--- src/rtl/core/bgpbps_pkg.sv ---
// ----------------------------------------------------------------------------
// bgpbps_pkg
// Shared types and defaults for the best-path select block.
// ----------------------------------------------------------------------------
package bgpbps_pkg;

	localparam int PREFIX_SLOTS_DEF      = 256;
	localparam int ROUTES_PER_PREFIX_DEF = 8;

	typedef struct packed {
		logic [31:0] next_hop;
		logic [7:0]  path_length;
		logic [31:0] local_pref;
		logic [31:0] med;
		logic [1:0]  origin;
		logic        internal;
	} route_t;

endpackage

--- src/rtl/core/bgpbps_rank.sv ---
// ----------------------------------------------------------------------------
// bgpbps_rank
// Shared route compare unit: flags a candidate that ranks strictly above
// the current best (local pref, path length, origin, MED, eBGP first).
// ----------------------------------------------------------------------------
module bgpbps_rank (
	input  bgpbps_pkg::route_t cand,
	input  bgpbps_pkg::route_t best,
	output logic               above
);

	always_comb begin
		priority if (cand.local_pref != best.local_pref) begin
			above = cand.local_pref > best.local_pref;
		end else if (cand.path_length != best.path_length) begin
			above = cand.path_length < best.path_length;
		end else if (cand.origin != best.origin) begin
			above = cand.origin < best.origin;
		end else if (cand.med != best.med) begin
			above = cand.med < best.med;
		end else if (cand.internal != best.internal) begin
			above = cand.internal < best.internal;
		end else begin
			above = 1'b0;
		end
	end

endmodule

--- config.mk ---
export PLATFORM = sky130hd
export DESIGN_NAME = bgpbps_rank
export DESIGN_NICKNAME = d
export VERILOG_FILES = /design/src/rtl/core/bgpbps_pkg.sv /design/src/rtl/core/bgpbps_rank.sv
export SDC_FILE = /design/constraint.sdc
export NUM_CORES = 1
export LEC_CHECK = 0
export ABC_CLOCK_PERIOD_IN_PS = 4200
export BUFFER_PORTS_ARGS = -buffer_cell sky130_fd_sc_hd__buf_2
export CORE_AREA = 2 2 83 85
export DETAILED_ROUTE_END_ITERATION = 7
export DIE_AREA = 0 0 85 87
export GPL_TIMING_DRIVEN = 0
export PLACE_DENSITY = 0.84
export SYNTH_ARGS = -nofsm -noshare
export SYNTH_HDL_FRONTEND = slang
export SYNTH_SLANG_ARGS = --single-unit
--- constraint.sdc ---
create_clock -name vclk -period 4.2
set_clock_uncertainty 0.15 [all_clocks]
set_input_delay 0.42 -clock vclk [all_inputs]
set_output_delay 0.42 -clock vclk [all_outputs]
set_load 0.005 [all_outputs]
==> results.cfg <==
[worst_setup_path]
worstPathArrival_ps = 2480
required_ps = 3630
critPathTopFamily = simple AND/OR/NAND/NOR gates
cp_common_cell = buf_2
crit_chain = buf_2 > ha_1 > nand4_1 > nor4_1 > or3_1 > or3b_1 > a22o_1 > a211oi_2 > buf_2
start_kind = input port
crit_type = input port to output pin
crit_fanout = 5
end_kind = output pin
crit_buf_inv = 2
slowest_stage = or3b_1
max_stage_delay_ps = 400

[placement]
dp.cells = 504
place_area_um2 = 2800
gp_congestion = 0.822
hpwl_mm = 4.98
port_buffers = 151

[pwr]
leakage_nw = 1.79
power_frac_seq = 0
swShare = 0.462
vdd_drop_max_mv = 0.0386
p_int_uw = 123
switchingPower_uw = 106
cellPowerDensity_nw_per_um2 = 81.8
power_uw = 229
comb_power_share = 1.000
p_clk_frac = 0

[global_route]
grt.total_usage = 0.131
antenna_found_initial = 0
first_global_vias = 2278
grt_max_degree = 6
grt_pass1_wl_mm = 8.51
overflow = 0

[die]
die_w_um = 85
core-area_um2 = 6570
fp.dieH_um = 87
ios = 215
rows = 30
start_util = 0.296
die_area_um2 = 7400

[final_layout]
stdcell_count = 504
finalNetCount = 714
synthToLayoutAreaGrowth_pct = 44.0
regArea_um2 = 0
design_area_um2 = 2800
flops_and_latches = 0
diodes = 0
drive_gt1_frac = 0.361
n_clock_buffer = 0

[sta]
rsz0062_at_grt = no
max_slew.worst_pin.slew_ps = 521
relSlewSlack = 0.649
layout_min_cycle_time_ps = 3050
setup_viol = 0
slew_viol_final = 0
period_share = 0.726
fmax_mhz = 328
final-hold-violation-count = 0
timing.hold.ws_ps = 1240
setup_tns_ps = 0

[synth]
yosys.area.top_type = ha_1
netlist_area_um2 = 1950
yosysUniqueCellTypes = 33
yosys_warnings = 0
yosysSeqAreaShare = 0
synthesis.instances = 273
synth_top_area_frac = 0.476
yosys-top-cells-area = ha_1 (48%), inv_1 (15%), a21oi_1 (5.4%)
syn_nets = 561
avgSynthCellArea_um2 = 7.13

[routing]
num_vias = 2383
routed_wl_mm = 5.17
drt_iter0_markers = 34
wire_per_inst_um = 10.3
first_pass_iters = 6
drcViolationCount = 0
ant_nets = 0
viasPerCell = 4.73

[clocking]
post-cts-setup-buffer-count = 0
hold_buffers = 0
cts_resized = 0

[outcome]
status = complete, no violations

[run]
cap_violations = 0

[worst_hold_path]
hold_path_class = input port to output pin
worst min-delay path: stages:
cell	delay [ps]
buf_2	80
nor2b_1	50
nand3_1	60
a22o_1	170
a211oi_2	70
buf_2	120
power groups by stage:
stage	registers (mW)	clock network (mW)	logic (mW)
floorplan	0	0	0.126
global placement	0	0	0.220
detailed placement	0	0	0.230
CTS	0	0	0.232
global route	0	0	0.267
finish	0	0	0.229
cell families after synthesis:
logic type                 after synthesis  synth area share
buffers and inverters                   77             0.148
adders and majority gates               74             0.476
and+or+nand+nor                         62             0.176
AOI/OAI and AO/OA                       60             0.200
stage by stage:
step | util | setup slack (ps)
floorplan | - | 1530
global placement | 0.427 | 1180
detailed placement | 0.427 | 1150
CTS | 0.427 | 1150
global route | 0.427 | 1040
finish | 0.427 | 1150
path summary, 6_finish.rpt:
kind,from,end,slack (ps),cells after the start
worst max-delay path,cand[17],above,1150,9
worst min-delay path,cand[0],above,1240,6
layout by cell type, fill, tap and decap left out, types with 2 or more instances in the layout:
| cell | n |
|---|---|
| nand4_1 | 15 |
| a21oi_1 | 21 |
| buf_2 | 151 |
| o211ai_1 | 2 |
| nor2_1 | 7 |
| ha_1 | 74 |
| nor2b_1 | 4 |
| nor4_1 | 2 |
| inv_1 | 77 |
| nor3_1 | 5 |
| a2111oi_0 | 2 |
| or3_1 | 3 |
| nand3_1 | 8 |
| a21o_1 | 7 |
| nand2_1 | 9 |
| o21ai_0 | 11 |
| a211oi_1 | 7 |
| nand2b_1 | 3 |
per-layer routing:
layer	part of all wire	GRT usage	vias to the layer above	wire length, µm
li1	-	-	1264	-
met1	0.39	0.149	1029	2020
met2	0.52	0.268	86	2690
met3	0.081	0.0161	4	420
met4	0.0075	0.00722	0	39
met5	0	0	-	0
final cells by class:
type                       instances  area [µm²]
fill                             674        3770
timing repair buffer             151         756
tap                               80         100
inverter                          77         289
multi-input combinational        196        1660
Yosys cell counts (2+ instances only):
cell,instances
ha_1,74
a211oi_1,7
nand2b_1,3
nor2_1,7
nand2_1,9
a21o_1,7
inv_1,77
nor4_1,2
nor3_1,5
nand3_1,8
nand4_1,15
a21oi_1,21
o21ai_0,11
a2111oi_0,2
o211ai_1,2
nor2b_1,4
or3_1,3
No activity file was read; power rests on OpenSTA's default activity.
