[config.mk]
export PLATFORM = sky130hd
export DESIGN_NAME = bgpbps_ram
export DESIGN_NICKNAME = d
export VERILOG_FILES = /design/src/rtl/core/bgpbps_ram.sv
export SDC_FILE = /design/constraint.sdc
export NUM_CORES = 1
export LEC_CHECK = 0
export BUFFER_PORTS_ARGS = -buffer_cell sky130_fd_sc_hd__buf_2
export CAP_MARGIN = 20
export CORE_MARGIN = 5
export CORE_UTILIZATION = 42
export DETAILED_ROUTE_END_ITERATION = 10
export GPL_ROUTABILITY_DRIVEN = 1
export MAX_ROUTING_LAYER = met4
export PLACE_DENSITY = 0.72
export SYNTH_ARGS = -nofsm -noshare
export SYNTH_HDL_FRONTEND = slang
export SYNTH_SLANG_ARGS = --single-unit
export TNS_END_PERCENT = 10
[constraint.sdc]
create_clock -name clk -period 2.1 [get_ports clk]
set_clock_uncertainty 0.05 [all_clocks]
set_input_delay 0.525 -clock clk [delete_from_list [all_inputs] [get_ports clk]]
set_output_delay 0.525 -clock clk [all_outputs]
set_load 0.01 [all_outputs]
[src/rtl/core/bgpbps_ram.sv]
// ----------------------------------------------------------------------------
// bgpbps_ram
// Generic single-write, single-read RAM with registered read data.
// ----------------------------------------------------------------------------
module bgpbps_ram #(
	parameter int WIDTH = 8,
	parameter int DEPTH = 16
) (
	input  logic                                   clk,
	input  logic                                   we,
	input  logic [((DEPTH > 1) ? $clog2(DEPTH) : 1)-1:0] waddr,
	input  logic [WIDTH-1:0]                       wdata,
	input  logic                                   re,
	input  logic [((DEPTH > 1) ? $clog2(DEPTH) : 1)-1:0] raddr,
	output logic [WIDTH-1:0]                       rdata
);

	logic [WIDTH-1:0] mem_q [DEPTH];
	logic [WIDTH-1:0] rdata_q;

	always_ff @(posedge clk) begin
		if (we) begin
			mem_q[waddr] <= wdata;
		end
		if (re) begin
			rdata_q <= mem_q[raddr];
		end
	end

	assign rdata = rdata_q;

endmodule

==> results of run 1 <==
registers in the layout, indices dropped and copies added, names as in the netlist:
signal  count
mem_q     128
rdata       8
area by class of cell:
cell class | count | area (um^2)
multi-input combinational | 83 | 1060
timing repair buffer | 53 | 370
clock inverter | 13 | 114
tap | 168 | 210
sequential | 136 | 4080
fill | 966 | 5850
clock buffer | 17 | 425
cells in the mapped netlist:
master           instances
clkdlybuf4s25_2          3
buf_6                    3
buf_4                    1
nor2b_1                  1
nand3_1                  1
buf_2                    3
mux4_2                  18
nand3b_1                 2
and2_1                   1
nand2_1                  9
and2b_1                  1
edfxtp_1               136
a22oi_1                 16
nor2_1                  13
or3b_2                   1
nand2b_1                 2
mux4_1                  14
nor3_1                   4
kinds of logic (layout without fill, tap and decap cells):
group / after synthesis / in the layout / synth area share (%)
flops: 136 / 136 / 78.1
buf+inv: 10 / 83 / 1.65
compound gates: 16 / 16 / 2.30
simple gates: 35 / 35 / 3.14
mux: 32 / 32 / 14.8
metrics by stage:
step | utilization [%] | setup TNS (ps)
final | 51.7 | 0
after global placement | 47.2 | -97.6
after detailed placement | 47.2 | -117
after global routing | 51.7 | 0
after floorplan | - | 0
after CTS | 51.7 | 0
metal layers:
metal	part of all wire, %	global-route usage, %	vias to the layer above
li1	-	-	1103
met1	44	20.4	1305
met2	48	21.9	68
met3	6.2	4.69	18
met4	1.9	6.09	0
met5	0	-	-
power breakdown:
| part | total, uW | switching (uW) | internal (uW) |
|---|---|---|---|
| logic | 293 | 162 | 131 |
| clock network | 2710 | 1010 | 1700 |
| registers | 3080 | 16.1 | 3060 |
| total | 6080 | 1190 | 4890 |
worst max-delay path by stage:
| stage | cells after the start | endpoint | slack [ps] | startpoint |
|---|---|---|---|---|
| 2_1_floorplan | 2 | mem_q[0][0]$_DFFE_PP_ | 30 | waddr[2] |
| 3_3_place_gp | 6 | rdata[1]$_DFFE_PP_ | -40 | raddr[0] |
| 3_5_place_dp | 6 | rdata[1]$_DFFE_PP_ | -90 | raddr[0] |
| 4_1_cts | 6 | rdata[1]$_DFFE_PP_ | 350 | raddr[0] |
| 5_1_grt | 6 | rdata[1]$_DFFE_PP_ | 320 | raddr[0] |
| 6_report | 6 | rdata[1]$_DFFE_PP_ | 360 | raddr[0] |
==> summary.txt, run 1 <==
Clock network
  • Clock Tree Root: clkbuf_16
  • Clock Latency Late Sink: 410 ps
  • Clk slew on worst S/H paths: 50 ps
  • Clock sinks: around 140
  • CTS tree: built
  • # hold bufs at CTS: 0
  • H-tree depth: 4
  • CTS resizes: 0
  • TritonCTS buffer count: 17
  • Clock buffer depth: 2
  • Postcts setup bufs: 0

Placement
  • Input/output buffers: 26
  • Placed inst area: around 0.0057 mm^2
  • Pre-CTS setup slack: -89.0 ps
  • Post-DP HPWL: 6240 um
  • Placed insts: 440
  • Routability cong.: between 0.7 and 0.8

Floorplan
  • Core Footprint: 0.0121 mm^2
  • DIE HEIGHT: 122 um
  • Cell Rows: 40
  • IO Pins: 27
  • Die area: around 0.015 mm^2
  • Die Width: 122 um
  • Initial Util: 43.2%

Critical path
  • Crit Reg-Reg Endpoint: rdata[4]$_DFFE_PP_
  • CP delay by family, top: multiplexers
  • Worst setup SP type: input port
  • Critical Path RT: 2210 ps
  • R2R depth: 3
  • Worst stage delay on the critical path: 530 ps
  • CP Capture Type: flip-flop
  • Slowest stage cell, crit path: mux4_1
  • R2r setup slk: about 560 ps
  • Crit path DAT: 1840 ps
  • CP Cell Sequence: buf_2, buf_4, buf_12, mux4_1, a22oi_1, nand2_1
  • Critical path type: in2reg
  • R2R Path Start: mem_q[9][4]$_DFFE_PP_
  • WP buf/inv: 3
  • Crit Path Max Fanout: 6

Detailed routing
  • Final WL: 9870 um
  • First DRT Iteration DRCs: about 240
  • Drt first pass iters: 4
  • Number of remaining DRC errors: 0
  • Vias per cell: 5.31
  • DR vias: approximately 2500
  • Avg WL per Cell: 21.0 um
  • Post-route ant nets: 0

Final layout
  • NumNets Final: 310
  • Non-filler cells, final: 470
  • Most frequent cells in the layout: edfxtp_1, buf_2, buf_4
  • Commonest non-fill, non-tap cell in the layout: edfxtp_1
  • Antenna Cells: 0
  • P&R area growth vs syn: 19.8%
  • Final Instance Area: between 0.006 and 0.007 mm^2
  • Share of layout cells above drive strength 1: between 30% and 40%

Synth
  • Post-synth top area cell: edfxtp_1
  • Synth warnings: 0
  • Sequential element share of the synthesized area: 78.1%
  • Synth Area per Inst: 22.8 um^2
  • Distinct cells, synth: 18
  • Post-Syn Area: 0.00523 mm^2
  • Largest cells by area after synthesis: edfxtp_1, mux4_2, mux4_1, a22oi_1, nor2_1
  • Post-synth top area share: 78.1%
  • Syn_nets: 248
  • Seq cells post-synth: 136
  • Cells after synthesis: approximately 230

STA
  • Setup violators final: 0
  • Max Freq: 576 MHz
  • RSZ-0062 raised after global routing: no
  • PnR worst setup slack: 365 ps
  • Final Max Slew Viols: 0
  • Worst-Margin Slew: 372 ps
  • Rel. slew slack: 75.2%
  • Worst Hold Slack: 424 ps
  • Tcrit/Tclk final: 82.6%
  • Tmin final: 1740 ps
  • Final hold violations: 0

GRT
  • Largest net degree at the start of global routing: 26
  • Remaining Overflow, GRT: 0
  • Initial antenna violation count: 0
  • First-pass GRT wire length: 15300 um
  • Vias in the first global route: 2532
  • Gr usage total: 15.2%

Worst hold path
  • HP Class: in2reg
  • HP Start: re
  • Hold path depth: 1
  • Hold Path End: rdata[3]$_DFFE_PP_

Power
  • Maximum VDD drop: 0.413 mV
  • LEAKAGE: 0.00213 uW
  • PwrDens: 971 mW/mm^2
  • Power Total: ~6100 uW

Flow run
  • MaxCap Viol Count: 0

Status
  • Status: finished clean
Note: power is estimated with default switching activity, not from simulation.
==> run 2, diff against run 1 <==
- clock period: 2.1 -> 1.5 ns (I/O delays scaled with it)
==> run 2 against run 1 <==
Combinational power increased by 65%. Power increased by 43%. Highest routed layer unchanged. Critical path depth decreased by 3. Critical endpoint is now rdata[0]$_DFFE_PP_. Sequential share of layout area decreased by 2.0 points. First-iteration DRC count increased by 18%. Sequential power increased by 40%. Non-clock buffer count increased by 10. Register-to-register slack got worse by 540 ps.
==> summary.txt, run 2 (synthesis results as in run 1) <==
Status
  • Status: finished clean

GRT
  • Gr usage total: 15.3%
  • Remaining Overflow, GRT: 0
  • Vias in the first global route: 2679
  • Largest net degree at the start of global routing: 17
  • Initial antenna violation count: 1
  • First-pass GRT wire length: 15600 um

Final layout
  • Final Instance Area: 0.00646 mm^2
  • Commonest non-fill, non-tap cell in the layout: edfxtp_1
  • NumNets Final: 320
  • Top reg by flops: mem_q
  • Non-filler cells, final: 483
  • Largest register FFs: between 100 and 150
  • Fillers: 969
  • P&R area growth vs syn: 23.6%
  • Share of layout cells above drive strength 1: 44.9%
  • Most frequent cells in the layout: edfxtp_1, mux4_2, buf_4

Placement
  • Input/output buffers: 26
  • Pre-CTS setup slack: -511 ps
  • Post-DP HPWL: 6420 um
  • Routability cong.: 0.768
  • Placed insts: 441
  • Placed inst area: 0.00575 mm^2

Clock network
  • Clock sinks: 136
  • Clk slew on worst S/H paths: roughly 60 ps
  • Clock buffer depth: 2
  • # hold bufs at CTS: 0
  • Clock Tree Root: clkbuf_16
  • H-tree depth: 4
  • CTS tree: built
  • Clock Latency Late Sink: about 400 ps
  • TritonCTS buffer count: 17

Floorplan
  • Die area: roughly 0.015 mm^2
  • Core Footprint: roughly 0.012 mm^2
  • Cell Rows: 40
  • Die Width: 122 um
  • DIE HEIGHT: 122 um
  • IO Pins: 27
  • Initial Util: a little over two fifths

STA
  • Final setup TNS: 0 ps
  • RSZ-0062 raised after global routing: yes
  • Worst-Margin Slew: 1000 ps
  • Max Freq: 675 MHz
  • Final hold violations: 0
  • Final Max Slew Viols: 0
  • Tcrit/Tclk final: 98.8%
  • PnR worst setup slack: ~18 ps
  • Tmin final: 1480 ps
  • Setup violators final: 0
  • Rel. slew slack: approximately 33%

Detailed routing
  • Number of remaining DRC errors: 0
  • Avg WL per Cell: 21.4 um
  • Drt first pass iters: 4
  • Final WL: 10400 um
  • Vias per cell: around 5.3
  • DR vias: approximately 2600
  • Post-route ant nets: 0
  • First DRT Iteration DRCs: around 290

Critical path
  • Crit Path Max Fanout: 1
  • CP Cell Sequence: mux4_2, a22oi_2, nand2_1
  • Slowest stage cell, crit path: mux4_2
  • Critical path type: reg2reg
  • Worst stage delay on the critical path: 500 ps
  • Crit path DAT: approximately 1600 ps
  • Worst setup SP type: flip-flop
  • CP Capture Type: flip-flop
  • Critical Path RT: 1600 ps

Power
  • Power Total: between 8000 and 9000 uW
  • Maximum VDD drop: 0.725 mV
  • LEAKAGE: about 0.0022 uW
  • PwrDens: 1340 mW/mm^2

Flow run
  • MaxCap Viol Count: 0

Worst hold path
  • HP Class: in2reg
## run 2: cell count changes in the layout (fill, tap and decap cells not counted), sizes merged
cell      before  now
clkinvlp       1    3
clkinv        10    9
diode          0    1
clkbuf        17   18
buf           53   63
## run 2: metrics by stage
step | hold slack (ps) | utilization (%)
after floorplan | 424 | -
after global routing | 280 | 53.4
final | 285 | 53.4
after CTS | 279 | 52.4
after detailed placement | 694 | 47.5
after global placement | 687 | 47.5
## run 2: metal layers
metal	vias to the layer above	routed length (um)	share of wire, %	global-route usage [%]
li1	1118	-	-	-
met1	1316	4300	42	20.4
met2	104	5040	49	22.2
met3	18	789	7.6	4.41
met4	0	227	2.2	6.44
met5	-	0	0	-
## run 2: cell type report
class / instances / area [um^2] / area share, %
Clock buffer: 18 / 429 / 6.64
Multi-Input combinational cell: 83 / 1080 / 16.7
Antenna cell: 1 / 2.50 / 0.0387
Sequential cell: 136 / 4080 / 63.2
Timing Repair Buffer: 63 / 522 / 8.07
Tap cell: 168 / 210 / 3.25
Clock inverter: 14 / 134 / 2.07
## run 2: final timing paths
path                                             from                 end  slack, ps  cells past startpoint
worst min-delay path                               re  rdata[6]$_DFFE_PP_        280                      1
worst max register to register  mem_q[3][0]$_DFFE_PP_  rdata[0]$_DFFE_PP_         20                      3
worst min register to register  mem_q[3][1]$_DFFE_PP_  rdata[1]$_DFFE_PP_        720                      3
worst max-delay path            mem_q[3][0]$_DFFE_PP_  rdata[0]$_DFFE_PP_         20                      3
## run 2: worst max-delay path: cells and delay by family, from the launching register on
family | cells | cell delay, ps
compound gates | 1 | 200
flops | 1 | 390
mux | 1 | 500
simple gates | 1 | 90
## run 2: repair_timing
action                                  4_1_cts  5_1_grt
setup buffers                                 0        9
pin swaps                                     0        4
resized for setup                             9       10
endpoints found under the setup margin        7        8
## run 2: where the power goes
part           internal (uW)  leakage, uW  switching, uW
Sequential              4280      0.00124           25.1
Clock                   2420     0.000273           1470
Combinational            228     0.000645            255
==> run 3, diff against run 2 <==
--- a/config.mk
+++ b/config.mk
@@ -6,4 +6,5 @@
 export NUM_CORES = 1
 export LEC_CHECK = 0
+export ABC_AREA = 1
 export BUFFER_PORTS_ARGS = -buffer_cell sky130_fd_sc_hd__buf_2
 export CAP_MARGIN = 20
@@ -17,3 +18,3 @@
 export SYNTH_HDL_FRONTEND = slang
 export SYNTH_SLANG_ARGS = --single-unit
-export TNS_END_PERCENT = 10
+export TNS_END_PERCENT = 1
--- a/constraint.sdc
+++ b/constraint.sdc
@@ -3,3 +3,3 @@
 set_input_delay 0.375 -clock clk [delete_from_list [all_inputs] [get_ports clk]]
 set_output_delay 0.375 -clock clk [all_outputs]
-set_load 0.01 [all_outputs]
+set_load 0.02 [all_outputs]
==> run 3 against run 2 <==
First-iteration DRC count grew 110%. Cell count rose by 63%. Register-to-register slack improved by 260 ps. Hold slack got worse by 1.9 ps. Worst setup slack improved by 67 ps. Clock power is 2% lower. Maximum frequency is 4.7% higher. Combinational power is 16% higher. Sequential power barely moved. Clock-buffer cell count increased by 1. Critical path depth shrank 2. Wire length up 26%. Critical path type is now reg2out. Largest power group unchanged. Highest routed layer unchanged.
==> summary.txt, run 3 <==
Floorplan
  • Core Footprint: 0.0138 mm^2
  • Initial Util: 42.5%
  • Cell Rows: 43
  • Die Width: roughly 130 um
  • Die area: 0.0164 mm^2
  • DIE HEIGHT: 128 um
  • IO Pins: 27

Power
  • Power Total: 8680 uW
  • Psw: approximately 1800 uW
  • PwrDens: between 1000 and 1500 mW/mm^2
  • Gate power share: 6.4%
  • LEAKAGE: ~0.0029 uW
  • Internal: 6850 uW
  • Maximum VDD drop: 0.819 mV
  • Clock share of power: around 44%
  • Switching Fraction: 21.1%
  • Flop pwr share: 49.6%

STA
  • Worst-Margin Slew: 606 ps
  • RSZ-0062 raised after global routing: no
  • Final setup TNS: 0 ps
  • Max Freq: about 710 MHz
  • Tcrit/Tclk final: between 90% and 100%
  • Setup violators final: 0
  • Final hold violations: 0
  • Final Max Slew Viols: 0
  • Rel. slew slack: 59.6%
  • Tmin final: 1420 ps

Synth
  • Post-Syn Area: 0.00585 mm^2
  • Distinct cells, synth: 11
  • Synth warnings: 0
  • Synth top cells by count: nand2_1, edfxtp_1, inv_1, nand3_1, nor2_1
  • Seq cells post-synth: around 140
  • Syn_nets: between 500 and 600
  • Most numerous cell in the Yosys netlist: nand2_1
  • Cells after synthesis: 551
  • Post-synth top area cell: edfxtp_1
  • Sequential element share of the synthesized area: 69.8%
  • Main synth FF type: edfxtp_1
  • Largest cells by area after synthesis: edfxtp_1, nand2_1, nand3_1, inv_1, buf_6
  • Post-synth top area share: between 60% and 70%
  • Synth Area per Inst: 10.6 um^2
  • Post-synth EDFFs: 136
  • Ys async rst share: 0%

Detailed routing
  • Avg WL per Cell: around 17 um
  • Post-route ant nets: 0
  • Drt first pass iters: 5
  • Final WL: ~13000 um
  • First DRT Iteration DRCs: 593
  • DR vias: just under 4000
  • Number of remaining DRC errors: 0
  • Vias per cell: 4.93

Final layout
  • Most frequent cells in the layout: nand2_1, edfxtp_1, inv_1
  • Top reg by flops: mem_q
  • Largest register FFs: about 130
  • Share of layout cells above drive strength 1: between 10% and 20%
  • Non-filler cells, final: 789
  • Final Instance Area: 0.00682 mm^2
  • P&R area growth vs syn: 16.6%
  • Final Util: 49.5%
  • Commonest non-fill, non-tap cell in the layout: nand2_1
  • NumNets Final: 616
  • Antenna Cells: 0

Placement
  • Post-DP HPWL: 8270 um
  • Routability cong.: ~0.9
  • Input/output buffers: 26
  • Placed inst area: between 0.006 and 0.007 mm^2
  • Placed insts: between 700 and 800

GRT
  • Largest net degree at the start of global routing: 65
  • Gr usage total: 17.5%
  • GR peak layer: met2
  • First-pass GRT wire length: 20900 um
  • Met2 Usage GRT: 26.9%
  • Remaining Overflow, GRT: 0
  • Met1 Use GR: between 20% and 30%
  • Initial antenna violation count: 0
  • Met3 Usage GRT: around 3.6%
  • Vias in the first global route: 3872

Critical path
  • Worst stage delay on the critical path: 410 ps
  • WP buf/inv: 1
  • Crit Path Max Fanout: 1
  • Critical Path RT: around 1100 ps
  • Crit path DAT: 990 ps
  • Critical path type: reg2out
  • Worst setup SP type: flip-flop
  • CP Cell Sequence: buf_2
  • CP delay by family, top: flip-flops
  • Slowest stage cell, crit path: edfxtp_1
  • CP Capture Type: primary output

Clock network
  • TritonCTS buffer count: 17
  • Clock Latency Late Sink: about 400 ps
  • CTS tree: built
  • CTS resizes: 0
  • Clk slew on worst S/H paths: 60 ps
  • Clock Tree Root: clkbuf_16
  • # hold bufs at CTS: 0
  • Clock buffer depth: 2
  • H-tree depth: 4
  • Clock sinks: 136
  • Postcts setup bufs: 0

Status
  • Status: finished clean

Flow run
  • MaxCap Viol Count: 0

Worst hold path
  • HP Class: in2reg
## run 3: kinds of logic after synthesis
kind of cell / Yosys count / synth area share [%]
and+or+nand+nor: 289 / 20.8
DFF: 136 / 69.8
buffers and inverters: 126 / 9.39
## run 3: stage by stage
stage	worst slack [ps]	hold slack [ps]
floorplan	124	424
global placement	-175	685
detailed placement	-187	693
CTS	67.5	277
global route	45.8	275
finish	84.8	283
## run 3: power by group through the flow
stage	Clock, uW	Combinational, uW	Sequential [uW]
floorplan	0	300	4400
global placement	0	546	4380
detailed placement	0	557	4380
CTS	3860	560	4310
global route	4050	619	4310
finish	3820	559	4310
## run 3: cell type report
class | count | area [um^2]
Clock buffer | 19 | 433
Clock inverter | 12 | 110
Fill cell | 1237 | 6960
Inverter | 102 | 383
Multi-Input combinational cell | 289 | 1210
Sequential cell | 136 | 4080
Tap cell | 180 | 225
Timing Repair Buffer | 51 | 368
## run 3: worst paths after layout
path | from | to | slack (ps) | cells after the start
max | rdata[6]$_DFFE_PP_ | rdata[6] | 80 | 1
min | re | rdata[7]$_DFFE_PP_ | 280 | 1
max reg2reg | mem_q[1][2]$_DFFE_PP_ | rdata[2]$_DFFE_PP_ | 280 | 6
min reg2reg | mem_q[1][3]$_DFFE_PP_ | rdata[3]$_DFFE_PP_ | 710 | 6
## run 3: routing by layer
metal / routed length [um] / part of all wire, %
met5: 0 / 0
met4: 269 / 2.1
met3: 860 / 6.6
met2: 6220 / 48
met1: 5670 / 44
